**src/sv/kte_pkg.sv**
```systemverilog
package kte_pkg;

    localparam int MAX_KEYS_DEF     = 64;
    localparam int NEWTON_STEPS_DEF = 8;

    localparam int TIME_W  = 40;
    localparam int VAL_W   = 32;
    localparam int CTRL_W  = 16;
    localparam int SEG_W   = 6;
    localparam int KCNT_W  = 7;
    localparam int IN_W    = 144;
    localparam int OUT_W   = 40;

    // datapath widths
    localparam int COEF_W  = 24;
    localparam int ACC_W   = 42;
    localparam int MULA_W  = 34;
    localparam int PROD_W  = MULA_W + COEF_W;
    localparam int FRAC_W  = 17;
    localparam int ERR_W   = 26;
    localparam int DIVN_W  = 57;
    localparam int DIVD_W  = 40;
    localparam int DIV_BITS = 19;
    localparam int DIVC_W  = 5;

    localparam logic signed [COEF_W-1:0] ONE_Q16 = 24'sd65536;

    localparam logic       OP_LOAD = 1'b0;
    localparam logic       OP_EVAL = 1'b1;
    localparam logic [1:0] EASE_LINEAR = 2'd0;
    localparam logic [1:0] EASE_BEZIER = 2'd1;
    localparam logic [1:0] EASE_HOLD   = 2'd2;

    typedef struct packed {
        logic [CTRL_W-1:0] ctrl2_y;
        logic [CTRL_W-1:0] ctrl2_x;
        logic [CTRL_W-1:0] ctrl1_y;
        logic [CTRL_W-1:0] ctrl1_x;
        logic [1:0]        easing;
        logic [VAL_W-1:0]  kval;
        logic [TIME_W-1:0] tstamp;
    } key_entry_t;

    typedef enum logic [4:0] {
        ST_IDLE, ST_START, ST_RD0, ST_RDL, ST_SCAN, ST_DIVF,
        ST_NX0, ST_NX1, ST_NX2, ST_NX3, ST_NX4, ST_NX5, ST_NX6,
        ST_NX7, ST_NX8, ST_NX9, ST_NX10, ST_NX11, ST_NX12, ST_NX13,
        ST_NY0, ST_NY1, ST_NY2, ST_NY3, ST_NY4, ST_NY5, ST_NY6, ST_NY7,
        ST_FIN0, ST_FIN1, ST_FIN2, ST_EMIT
    } state_t;

    typedef enum logic [1:0] {S_HOLD, S_LOAD, S_ADD} s_op_t;
    typedef enum logic [1:0] {SRC_AX, SRC_AX3, SRC_AY, SRC_DIFF} s_src_t;
    typedef enum logic [2:0] {
        ADD_BX, ADD_BX2, ADD_CX, ADD_NEGF, ADD_BY, ADD_CY, ADD_ZERO, ADD_PV
    } add_sel_t;
    typedef enum logic {DIV_FRAC, DIV_NEWTON} div_sel_t;
    typedef enum logic {MULB_T, MULB_EASE} mulb_sel_t;
    typedef enum logic {EASRC_F, EASRC_S} ease_src_t;
    typedef enum logic [1:0] {RES_EMPTY, RES_RD, RES_PREV, RES_SAT} res_sel_t;

    typedef struct packed {
        logic       mem_we;
        logic       q_ld;
        logic       rd_en;
        logic       prev_ld;
        logic       coef_ld;
        logic       div_start;
        div_sel_t   div_sel;
        logic       f_ld;
        logic       t_upd;
        logic       err_ld;
        logic       ease_ld;
        ease_src_t  ease_src;
        s_op_t      s_op;
        s_src_t     s_src;
        add_sel_t   add_sel;
        logic       mul_en;
        mulb_sel_t  mulb_sel;
        logic       out_ld;
        res_sel_t   res_sel;
        logic [SEG_W-1:0] seg;
    } cmd_t;

    typedef struct packed {
        logic       q_le_rd;
        logic       q_ge_rd;
        logic       s_zero;
        logic       div_busy;
        logic [1:0] easing;
    } stat_t;

endpackage

```
**src/sv/kte_ctrl.sv**
```systemverilog
module kte_ctrl #(
    parameter int MAX_KEYS     = kte_pkg::MAX_KEYS_DEF,
    parameter int NEWTON_STEPS = kte_pkg::NEWTON_STEPS_DEF,
    parameter int IW           = $clog2(MAX_KEYS)
) (
    input  logic                        aclk,
    input  logic                        aresetn,
    input  logic                        s_tvalid,
    input  logic                        s_op,
    output logic                        s_tready,
    output logic                        m_tvalid,
    input  logic                        m_tready,
    input  logic                        cfg_we,
    input  logic [kte_pkg::KCNT_W-1:0]  cfg_wdata,
    input  kte_pkg::stat_t              stat,
    output kte_pkg::cmd_t               cmd,
    output logic [IW-1:0]               rd_addr
);

    localparam int NW = $clog2(MAX_KEYS + 1);
    localparam int KW = $clog2(NEWTON_STEPS + 1);

    kte_pkg::state_t   state_reg, state_next;
    kte_pkg::res_sel_t res_sel_reg, res_sel_next;
    logic [kte_pkg::SEG_W-1:0] seg_reg, seg_next;
    logic [kte_pkg::KCNT_W-1:0] key_count_reg;
    logic [IW-1:0] idx_reg, idx_next;
    logic [KW-1:0] k_reg, k_next;
    logic          out_valid_reg;
    logic [NW-1:0] n_w, n_last;
    logic          out_free, accept;

    assign n_w = (int'(key_count_reg) > MAX_KEYS) ? NW'(MAX_KEYS) : NW'(key_count_reg);
    assign n_last   = n_w - NW'(1);
    assign out_free = !out_valid_reg || m_tready;
    assign s_tready = (state_reg == kte_pkg::ST_IDLE);
    assign accept   = s_tvalid && s_tready;
    assign m_tvalid = out_valid_reg;

    always_ff @(posedge aclk) begin
        if (!aresetn) begin
            state_reg     <= kte_pkg::ST_IDLE;
            key_count_reg <= '0;
            out_valid_reg <= 1'b0;
            idx_reg       <= '0;
            k_reg         <= '0;
            res_sel_reg   <= kte_pkg::RES_EMPTY;
            seg_reg       <= '0;
        end else begin
            state_reg   <= state_next;
            idx_reg     <= idx_next;
            k_reg       <= k_next;
            res_sel_reg <= res_sel_next;
            seg_reg     <= seg_next;
            if (cfg_we) begin
                key_count_reg <= cfg_wdata;
            end
            if (cmd.out_ld) begin
                out_valid_reg <= 1'b1;
            end else if (m_tready) begin
                out_valid_reg <= 1'b0;
            end
        end
    end

    // next state
    always_comb begin
        state_next   = state_reg;
        idx_next     = idx_reg;
        k_next       = k_reg;
        res_sel_next = res_sel_reg;
        seg_next     = seg_reg;
        case (state_reg)
            kte_pkg::ST_IDLE: begin
                if (accept && (s_op == kte_pkg::OP_EVAL)) begin
                    state_next = kte_pkg::ST_START;
                end
            end
            kte_pkg::ST_START: begin
                if (n_w == '0) begin
                    res_sel_next = kte_pkg::RES_EMPTY;
                    seg_next     = '0;
                    state_next   = kte_pkg::ST_EMIT;
                end else begin
                    state_next = kte_pkg::ST_RD0;
                end
            end
            kte_pkg::ST_RD0: begin
                if ((n_w == NW'(1)) || stat.q_le_rd) begin
                    res_sel_next = kte_pkg::RES_RD;
                    seg_next     = '0;
                    state_next   = kte_pkg::ST_EMIT;
                end else begin
                    state_next = kte_pkg::ST_RDL;
                end
            end
            kte_pkg::ST_RDL: begin
                if (stat.q_ge_rd) begin
                    res_sel_next = kte_pkg::RES_RD;
                    seg_next     = kte_pkg::SEG_W'(n_last);
                    state_next   = kte_pkg::ST_EMIT;
                end else begin
                    idx_next   = IW'(1);
                    state_next = kte_pkg::ST_SCAN;
                end
            end
            kte_pkg::ST_SCAN: begin
                if (stat.q_le_rd) begin
                    seg_next = kte_pkg::SEG_W'(idx_reg);
                    if (stat.easing == kte_pkg::EASE_HOLD) begin
                        res_sel_next = kte_pkg::RES_PREV;
                        state_next   = kte_pkg::ST_EMIT;
                    end else begin
                        state_next = kte_pkg::ST_DIVF;
                    end
                end else begin
                    idx_next = idx_reg + IW'(1);
                end
            end
            kte_pkg::ST_DIVF: begin
                if (!stat.div_busy) begin
                    k_next = '0;
                    state_next = (stat.easing == kte_pkg::EASE_BEZIER)
                                 ? kte_pkg::ST_NX0 : kte_pkg::ST_FIN0;
                end
            end
            kte_pkg::ST_NX0:  state_next = kte_pkg::ST_NX1;
            kte_pkg::ST_NX1:  state_next = kte_pkg::ST_NX2;
            kte_pkg::ST_NX2:  state_next = kte_pkg::ST_NX3;
            kte_pkg::ST_NX3:  state_next = kte_pkg::ST_NX4;
            kte_pkg::ST_NX4:  state_next = kte_pkg::ST_NX5;
            kte_pkg::ST_NX5:  state_next = kte_pkg::ST_NX6;
            kte_pkg::ST_NX6:  state_next = kte_pkg::ST_NX7;
            kte_pkg::ST_NX7:  state_next = stat.s_zero ? kte_pkg::ST_NY0 : kte_pkg::ST_NX8;
            kte_pkg::ST_NX8:  state_next = kte_pkg::ST_NX9;
            kte_pkg::ST_NX9:  state_next = kte_pkg::ST_NX10;
            kte_pkg::ST_NX10: state_next = kte_pkg::ST_NX11;
            kte_pkg::ST_NX11: state_next = kte_pkg::ST_NX12;
            kte_pkg::ST_NX12: state_next = stat.s_zero ? kte_pkg::ST_NY0 : kte_pkg::ST_NX13;
            kte_pkg::ST_NX13: begin
                if (!stat.div_busy) begin
                    if (k_reg == KW'(NEWTON_STEPS - 1)) begin
                        state_next = kte_pkg::ST_NY0;
                    end else begin
                        k_next     = k_reg + KW'(1);
                        state_next = kte_pkg::ST_NX0;
                    end
                end
            end
            kte_pkg::ST_NY0:  state_next = kte_pkg::ST_NY1;
            kte_pkg::ST_NY1:  state_next = kte_pkg::ST_NY2;
            kte_pkg::ST_NY2:  state_next = kte_pkg::ST_NY3;
            kte_pkg::ST_NY3:  state_next = kte_pkg::ST_NY4;
            kte_pkg::ST_NY4:  state_next = kte_pkg::ST_NY5;
            kte_pkg::ST_NY5:  state_next = kte_pkg::ST_NY6;
            kte_pkg::ST_NY6:  state_next = kte_pkg::ST_NY7;
            kte_pkg::ST_NY7:  state_next = kte_pkg::ST_FIN0;
            kte_pkg::ST_FIN0: state_next = kte_pkg::ST_FIN1;
            kte_pkg::ST_FIN1: state_next = kte_pkg::ST_FIN2;
            kte_pkg::ST_FIN2: begin
                res_sel_next = kte_pkg::RES_SAT;
                state_next   = kte_pkg::ST_EMIT;
            end
            kte_pkg::ST_EMIT: begin
                if (out_free) begin
                    state_next = kte_pkg::ST_IDLE;
                end
            end
            default: state_next = kte_pkg::ST_IDLE;
        endcase
    end

    // commands
    always_comb begin
        cmd     = '0;
        rd_addr = '0;
        cmd.res_sel = res_sel_reg;
        cmd.seg     = seg_reg;
        case (state_reg)
            kte_pkg::ST_IDLE: begin
                cmd.mem_we = accept && (s_op == kte_pkg::OP_LOAD);
                cmd.q_ld   = accept && (s_op == kte_pkg::OP_EVAL);
            end
            kte_pkg::ST_START: begin
                cmd.rd_en = (n_w != '0);
            end
            kte_pkg::ST_RD0: begin
                if (!((n_w == NW'(1)) || stat.q_le_rd)) begin
                    cmd.rd_en   = 1'b1;
                    cmd.prev_ld = 1'b1;
                    rd_addr     = IW'(n_last);
                end
            end
            kte_pkg::ST_RDL: begin
                cmd.rd_en = !stat.q_ge_rd;
                rd_addr   = IW'(1);
            end
            kte_pkg::ST_SCAN: begin
                if (stat.q_le_rd) begin
                    if (stat.easing != kte_pkg::EASE_HOLD) begin
                        cmd.div_start = 1'b1;
                        cmd.div_sel   = kte_pkg::DIV_FRAC;
                        cmd.coef_ld   = 1'b1;
                    end
                end else begin
                    cmd.prev_ld = 1'b1;
                    cmd.rd_en   = 1'b1;
                    rd_addr     = idx_reg + IW'(1);
                end
            end
            kte_pkg::ST_DIVF: begin
                if (!stat.div_busy) begin
                    cmd.f_ld     = 1'b1;
                    cmd.ease_ld  = (stat.easing != kte_pkg::EASE_BEZIER);
                    cmd.ease_src = kte_pkg::EASRC_F;
                end
            end
            kte_pkg::ST_NX0: begin
                cmd.s_op  = kte_pkg::S_LOAD;
                cmd.s_src = kte_pkg::SRC_AX;
            end
            kte_pkg::ST_NX2: begin
                cmd.s_op    = kte_pkg::S_ADD;
                cmd.add_sel = kte_pkg::ADD_BX;
            end
            kte_pkg::ST_NX4, kte_pkg::ST_NX11: begin
                cmd.s_op    = kte_pkg::S_ADD;
                cmd.add_sel = kte_pkg::ADD_CX;
            end
            kte_pkg::ST_NX6: begin
                cmd.s_op    = kte_pkg::S_ADD;
                cmd.add_sel = kte_pkg::ADD_NEGF;
            end
            kte_pkg::ST_NX7: begin
                cmd.err_ld = 1'b1;
                if (!stat.s_zero) begin
                    cmd.s_op  = kte_pkg::S_LOAD;
                    cmd.s_src = kte_pkg::SRC_AX3;
                end
            end
            kte_pkg::ST_NX9: begin
                cmd.s_op    = kte_pkg::S_ADD;
                cmd.add_sel = kte_pkg::ADD_BX2;
            end
            kte_pkg::ST_NX12: begin
                cmd.div_start = !stat.s_zero;
                cmd.div_sel   = kte_pkg::DIV_NEWTON;
            end
            kte_pkg::ST_NX13: begin
                cmd.t_upd = !stat.div_busy;
            end
            kte_pkg::ST_NX1, kte_pkg::ST_NX3, kte_pkg::ST_NX5, kte_pkg::ST_NX8,
            kte_pkg::ST_NX10, kte_pkg::ST_NY1, kte_pkg::ST_NY3, kte_pkg::ST_NY5: begin
                cmd.mul_en   = 1'b1;
                cmd.mulb_sel = kte_pkg::MULB_T;
            end
            kte_pkg::ST_NY0: begin
                cmd.s_op  = kte_pkg::S_LOAD;
                cmd.s_src = kte_pkg::SRC_AY;
            end
            kte_pkg::ST_NY2: begin
                cmd.s_op    = kte_pkg::S_ADD;
                cmd.add_sel = kte_pkg::ADD_BY;
            end
            kte_pkg::ST_NY4: begin
                cmd.s_op    = kte_pkg::S_ADD;
                cmd.add_sel = kte_pkg::ADD_CY;
            end
            kte_pkg::ST_NY6: begin
                cmd.s_op    = kte_pkg::S_ADD;
                cmd.add_sel = kte_pkg::ADD_ZERO;
            end
            kte_pkg::ST_NY7: begin
                cmd.ease_ld  = 1'b1;
                cmd.ease_src = kte_pkg::EASRC_S;
            end
            kte_pkg::ST_FIN0: begin
                cmd.s_op  = kte_pkg::S_LOAD;
                cmd.s_src = kte_pkg::SRC_DIFF;
            end
            kte_pkg::ST_FIN1: begin
                cmd.mul_en   = 1'b1;
                cmd.mulb_sel = kte_pkg::MULB_EASE;
            end
            kte_pkg::ST_FIN2: begin
                cmd.s_op    = kte_pkg::S_ADD;
                cmd.add_sel = kte_pkg::ADD_PV;
            end
            kte_pkg::ST_EMIT: begin
                cmd.out_ld = out_free;
            end
            default: cmd.out_ld = 1'b0;
        endcase
    end

    a_eval_starts: assert property (@(posedge aclk) disable iff (!aresetn)
        (accept && (s_op == kte_pkg::OP_EVAL)) |=> (state_reg == kte_pkg::ST_START))
        else $error("evaluate transaction did not start a search");

    a_scan_in_range: assert property (@(posedge aclk) disable iff (!aresetn)
        (state_reg == kte_pkg::ST_SCAN) |-> (int'(idx_reg) < int'(n_w)))
        else $error("segment scan ran past the last key");

    a_no_overwrite: assert property (@(posedge aclk) disable iff (!aresetn)
        cmd.out_ld |-> (!out_valid_reg || m_tready))
        else $error("result register overwritten before it was taken");

    a_newton_bound: assert property (@(posedge aclk) disable iff (!aresetn)
        (state_reg == kte_pkg::ST_NX0) |-> (int'(k_reg) < NEWTON_STEPS))
        else $error("Newton iteration count exceeded");

    a_div_idle_on_start: assert property (@(posedge aclk) disable iff (!aresetn)
        cmd.div_start |-> !stat.div_busy)
        else $error("divider restarted while busy");

endmodule

```
**config.mk**
```make
export PLATFORM = sky130hd
export DESIGN_NAME = kte_ctrl
export DESIGN_NICKNAME = d
export VERILOG_FILES = /design/src/sv/kte_pkg.sv /design/src/sv/kte_ctrl.sv
export SDC_FILE = /design/constraint.sdc
export NUM_CORES = 1
export LEC_CHECK = 0
export BUFFER_PORTS_ARGS = -buffer_cell sky130_fd_sc_hd__buf_2
export CORE_MARGIN = 3
export CORE_UTILIZATION = 39
export CTS_BUF_LIST = sky130_fd_sc_hd__clkbuf_4
export DETAILED_ROUTE_END_ITERATION = 8
export GPL_ROUTABILITY_DRIVEN = 1
export HOLD_SLACK_MARGIN = 0.06
export MAX_ROUTING_LAYER = met4
export SLEW_MARGIN = 20
export SYNTH_ARGS = -nofsm -noshare
export SYNTH_HDL_FRONTEND = slang
export SYNTH_SLANG_ARGS = --single-unit
export TNS_END_PERCENT = 20
```
**constraint.sdc**
```tcl
create_clock -name aclk -period 2.2 [get_ports aclk]
set_input_delay 0.11 -clock aclk [delete_from_list [all_inputs] [get_ports aclk]]
set_output_delay 0.11 -clock aclk [all_outputs]
set_load 0.005 [all_outputs]
```
==> results.sh <==
export IMPL_initial_core_util_pct=40.7
export IMPL_ys_ff_latch=31
export IMPL_clock_latency_ns=0.32
export IMPL_drv_cap=0
export IMPL_crit_slowest_cell="dfxtp_2"
export IMPL_grt_pass1_vias=2469
export IMPL_cp_startpoint="key_count_reg[6]"
export IMPL_cp_max_fo=9
export IMPL_critPathLaunchType="flip-flop"
export IMPL_finalHoldViolCount=0
export IMPL_num_rows=28
export IMPL_async_flop_share_pct=0
export IMPL_gr_total_overflow=0
export IMPL_worst_setup_path_end_kind="output port"
export IMPL_pwr_share_seq_pct=32.8
export IMPL_crit_type="reg -> out"
export IMPL_clkTransAtPathRegs_ns=0.10
export IMPL_grt_max_degree=25
export IMPL_finClkSkew_ns=0.00585
export IMPL_synth_xor_area_share_pct=2.53
export IMPL_period_share_pct=94.1
export IMPL_ant_nets=0
export IMPL_reg2reg_slack_ns=0.14
export IMPL_worst_slack_ns=0.130
export IMPL_ir_drop_uv=473
export IMPL_nets=416
export IMPL_reg2regPathDepth=7
export IMPL_stdcell_count=469
export IMPL_r2r_start="key_count_reg[0]"
export IMPL_powerDensity_nw_per_um2=744
export IMPL_pre_cts_ws_ns=0.0652
export IMPL_cts_path_max_buffers=2
export IMPL_synth_cell_types=58
export IMPL_sw_frac_of_total_pct=38.5
export IMPL_synthAdderAreaFrac_pct=2.48
export IMPL_die_area_um2=7200
export IMPL_p_int_w=0.00138
export IMPL_crit_chain="nand2b_1, ha_1, and3_1, or2_2, o221ai_1, buf_2"
export IMPL_syn_area_um2=2420
export IMPL_rsz0062_at_grt="true"
export IMPL_synth_ff_type="dfxtp_1"
export IMPL_slowest_delay_ns=0.37
export IMPL_largest_reg_flops=7
export IMPL_synth_top_family_by_area="simple AND/OR/NAND/NOR gates"
export IMPL_drt_iter0_drc=218
export IMPL_synth_edff_count=0
export IMPL_fill_cells=628
export IMPL_slew_limit_headroom_pct=48.5
export IMPL_globalRouteTotalUtil_pct=21.3
export IMPL_syn_instance_count=327
export IMPL_postCtsSetupRepairBufs=0
export IMPL_cts_tree="yes"
export IMPL_crit_arrival_ns=1.96
export IMPL_cts_buffers=5
export IMPL_synth_simple_area_share_pct=33.2
export IMPL_hold_class="in -> reg"
export IMPL_wl_per_cell_um=15.3
export IMPL_hp_start="aresetn"
export IMPL_drive_above_1_share_pct=25.4
export IMPL_whs_path_depth=2
export IMPL_switchingPower_w=0.000861
export IMPL_die_x_um=84.8
export IMPL_crit_family="simple AND/OR/NAND/NOR gates"
export IMPL_dp_hpwl_um=5540
export IMPL_wirelength_um=7180
export IMPL_cts_root_buf="clkbuf_4"
export IMPL_antenna_found_initial=0
export IMPL_synth_mux_area_fraction_pct=5.42
export IMPL_io_pin_count=57
export IMPL_fmax_mhz=483
export IMPL_io_buffer_count=56
export IMPL_syn_nets=350
export IMPL_finish_utilization_pct=50.5
export IMPL_status="complete, no violations"
export IMPL_routed_via_density=5.53
export IMPL_cts_sinks=31
export IMPL_path_buf_inv=1
export IMPL_clkPwrFrac_pct=19.4
export IMPL_cp_data_required_time_ns=2.09
export IMPL_synth_compound_area_share_pct=24.9
export IMPL_r2r_end="seg_reg[4]"
export IMPL_htreeDepth=2
export IMPL_dr_pass1_iters=4
export IMPL_dp_cells=453
export IMPL_p_comb_share_pct=47.8
export IMPL_min_delay_worst_endpoint="state_reg[0]"
export IMPL_grt_pass1_wl_um=12200
export IMPL_core_area_um2=5960
export IMPL_area_delta_synth_final_pct=24.1
export IMPL_yosysSeqAreaShare_pct=25.6
export IMPL_tightest_slew_ns=0.771
export IMPL_syn_avg_cell_area_um2=7.41
export IMPL_yosys_warnings=0
export IMPL_drc_errors=0
export IMPL_power_leakage_nw=1.33
export IMPL_period_minus_slack_ns=2.07
export IMPL_vias=2593
export IMPL_antenna_cells=0
export IMPL_fp_dieH_um=84.8
export IMPL_drv_slew=0
export IMPL_setup_violations_final=0
export IMPL_gp_congestion=0.948
-- power groups by stage --
stage	Clock [W]	Sequential (W)	Combinational, W
4_1_cts	0.000448	0.000729	0.00106
6_report	0.000434	0.000735	0.00107
2_1_floorplan	0	0.000715	0.000732
3_5_place_dp	0	0.000740	0.00104
3_3_place_gp	0	0.000744	0.00103
5_1_grt	0.000479	0.000748	0.00119
-- through the flow --
step	hold WS (ns)	TNS [ns]	power [W]	cell area, um2
finish	0.0965	0	0.00224	3010
CTS	0.0856	0	0.00223	2980
detailed placement	0.352	0	0.00178	2820
global route	0.0868	-0.0356	0.00242	3010
global placement	0.343	0	0.00178	2820
floorplan	0.251	0	0.00145	2420
-- cells in the mapped netlist, drive strengths merged, types with 2 or more instances --
library cell	count	area (um2)
a31oi	4	25.0
a2bb2oi	2	17.5
nor4	2	12.5
or2	2	12.5
dfxtp	31	621
ha	4	50.1
or3b	2	20.0
and2	6	37.5
mux2i	12	120
nor2b	11	68.8
o22ai	5	31.3
clkbuf	14	52.6
o21ai	15	75.1
nor3	14	70.1
a32oi	2	36.3
a21oi	28	140
buf	8	53.8
and3b	2	18.8
o211ai	5	37.5
and3	12	75.1
or3	5	41.3
inv	9	33.8
o21a	3	22.5
a211oi	7	52.6
nor3b	2	20.0
nand3	11	55.1
o22a	2	17.5
nand3b	4	30.0
xnor2	3	26.3
a41oi	2	17.5
xor2	4	35.0
nor2	36	135
nand2	26	97.6
a21o	4	30.0
o221ai	3	26.3
nand2b	10	62.6
-- cell families after synthesis --
kind of cell | after synthesis
xor+xnor | 7
flops | 31
simple gates | 150
mux | 13
compound gates | 90
fa+ha+maj | 5
buf+inv | 31
-- metal layers --
layer | GRT usage [%] | vias up | part of all wire, %
met3 | 4.76 | 8 | 5.7
li1 | - | 1323 | -
met1 | 29.5 | 1187 | 47
met4 | 5.18 | 0 | 1.4
met5 | - | - | 0
met2 | 31.7 | 75 | 46
-- worst max path at each step --
| stage | end | slack, ns | cells past startpoint |
|---|---|---|---|
| finish | rd_addr[0] | 0.13 | 6 |
| global route | rd_addr[0] | -0.01 | 6 |
| CTS | rd_addr[4] | 0.009 | 8 |
| detailed placement | seg_reg[4] | 0.07 | 7 |
| global placement | seg_reg[4] | 0.17 | 7 |
| floorplan | seg_reg[4] | 0.32 | 9 |
-- timing repair --
action / CTS / global route
gates resized for setup: 0 / 9
hold endpoints to repair: 8 / 0
endpoints found under the setup margin: 0 / 13
hold buffers: 8 / 0
-- area by class of cell --
type	instances	area, um2	area share, %
clock buffer	5	37.5	1.25
tap	75	93.8	3.12
multi-input combinational	265	1690	56.2
timing repair buffer	81	488	16.2
sequential	31	624	20.8
inverter	9	33.8	1.12
clock inverter	3	38.8	1.29
-- layout by cell type (no fill, tap or decap), types with 4 or more instances in the layout --
master | netlist | routed
nand2_1 | 26 | 26
nor3_1 | 14 | 12
o211ai_1 | 5 | 5
buf_4 | 3 | 17
clkbuf_4 | 0 | 5
a31oi_1 | 4 | 4
dlygate4sd3_1 | 0 | 8
and3_1 | 12 | 12
o22ai_1 | 5 | 4
nor2b_1 | 11 | 10
dfxtp_1 | 31 | 28
mux2i_1 | 12 | 12
a21o_1 | 4 | 4
a21oi_1 | 28 | 28
nor2_1 | 36 | 36
nand2b_1 | 10 | 10
nand3_1 | 11 | 11
xor2_1 | 4 | 4
and2_1 | 6 | 6
nand3b_1 | 4 | 4
o21ai_0 | 15 | 15
inv_1 | 9 | 9
buf_2 | 4 | 56
a211oi_1 | 7 | 7
Power figures use the tool's default switching activity.
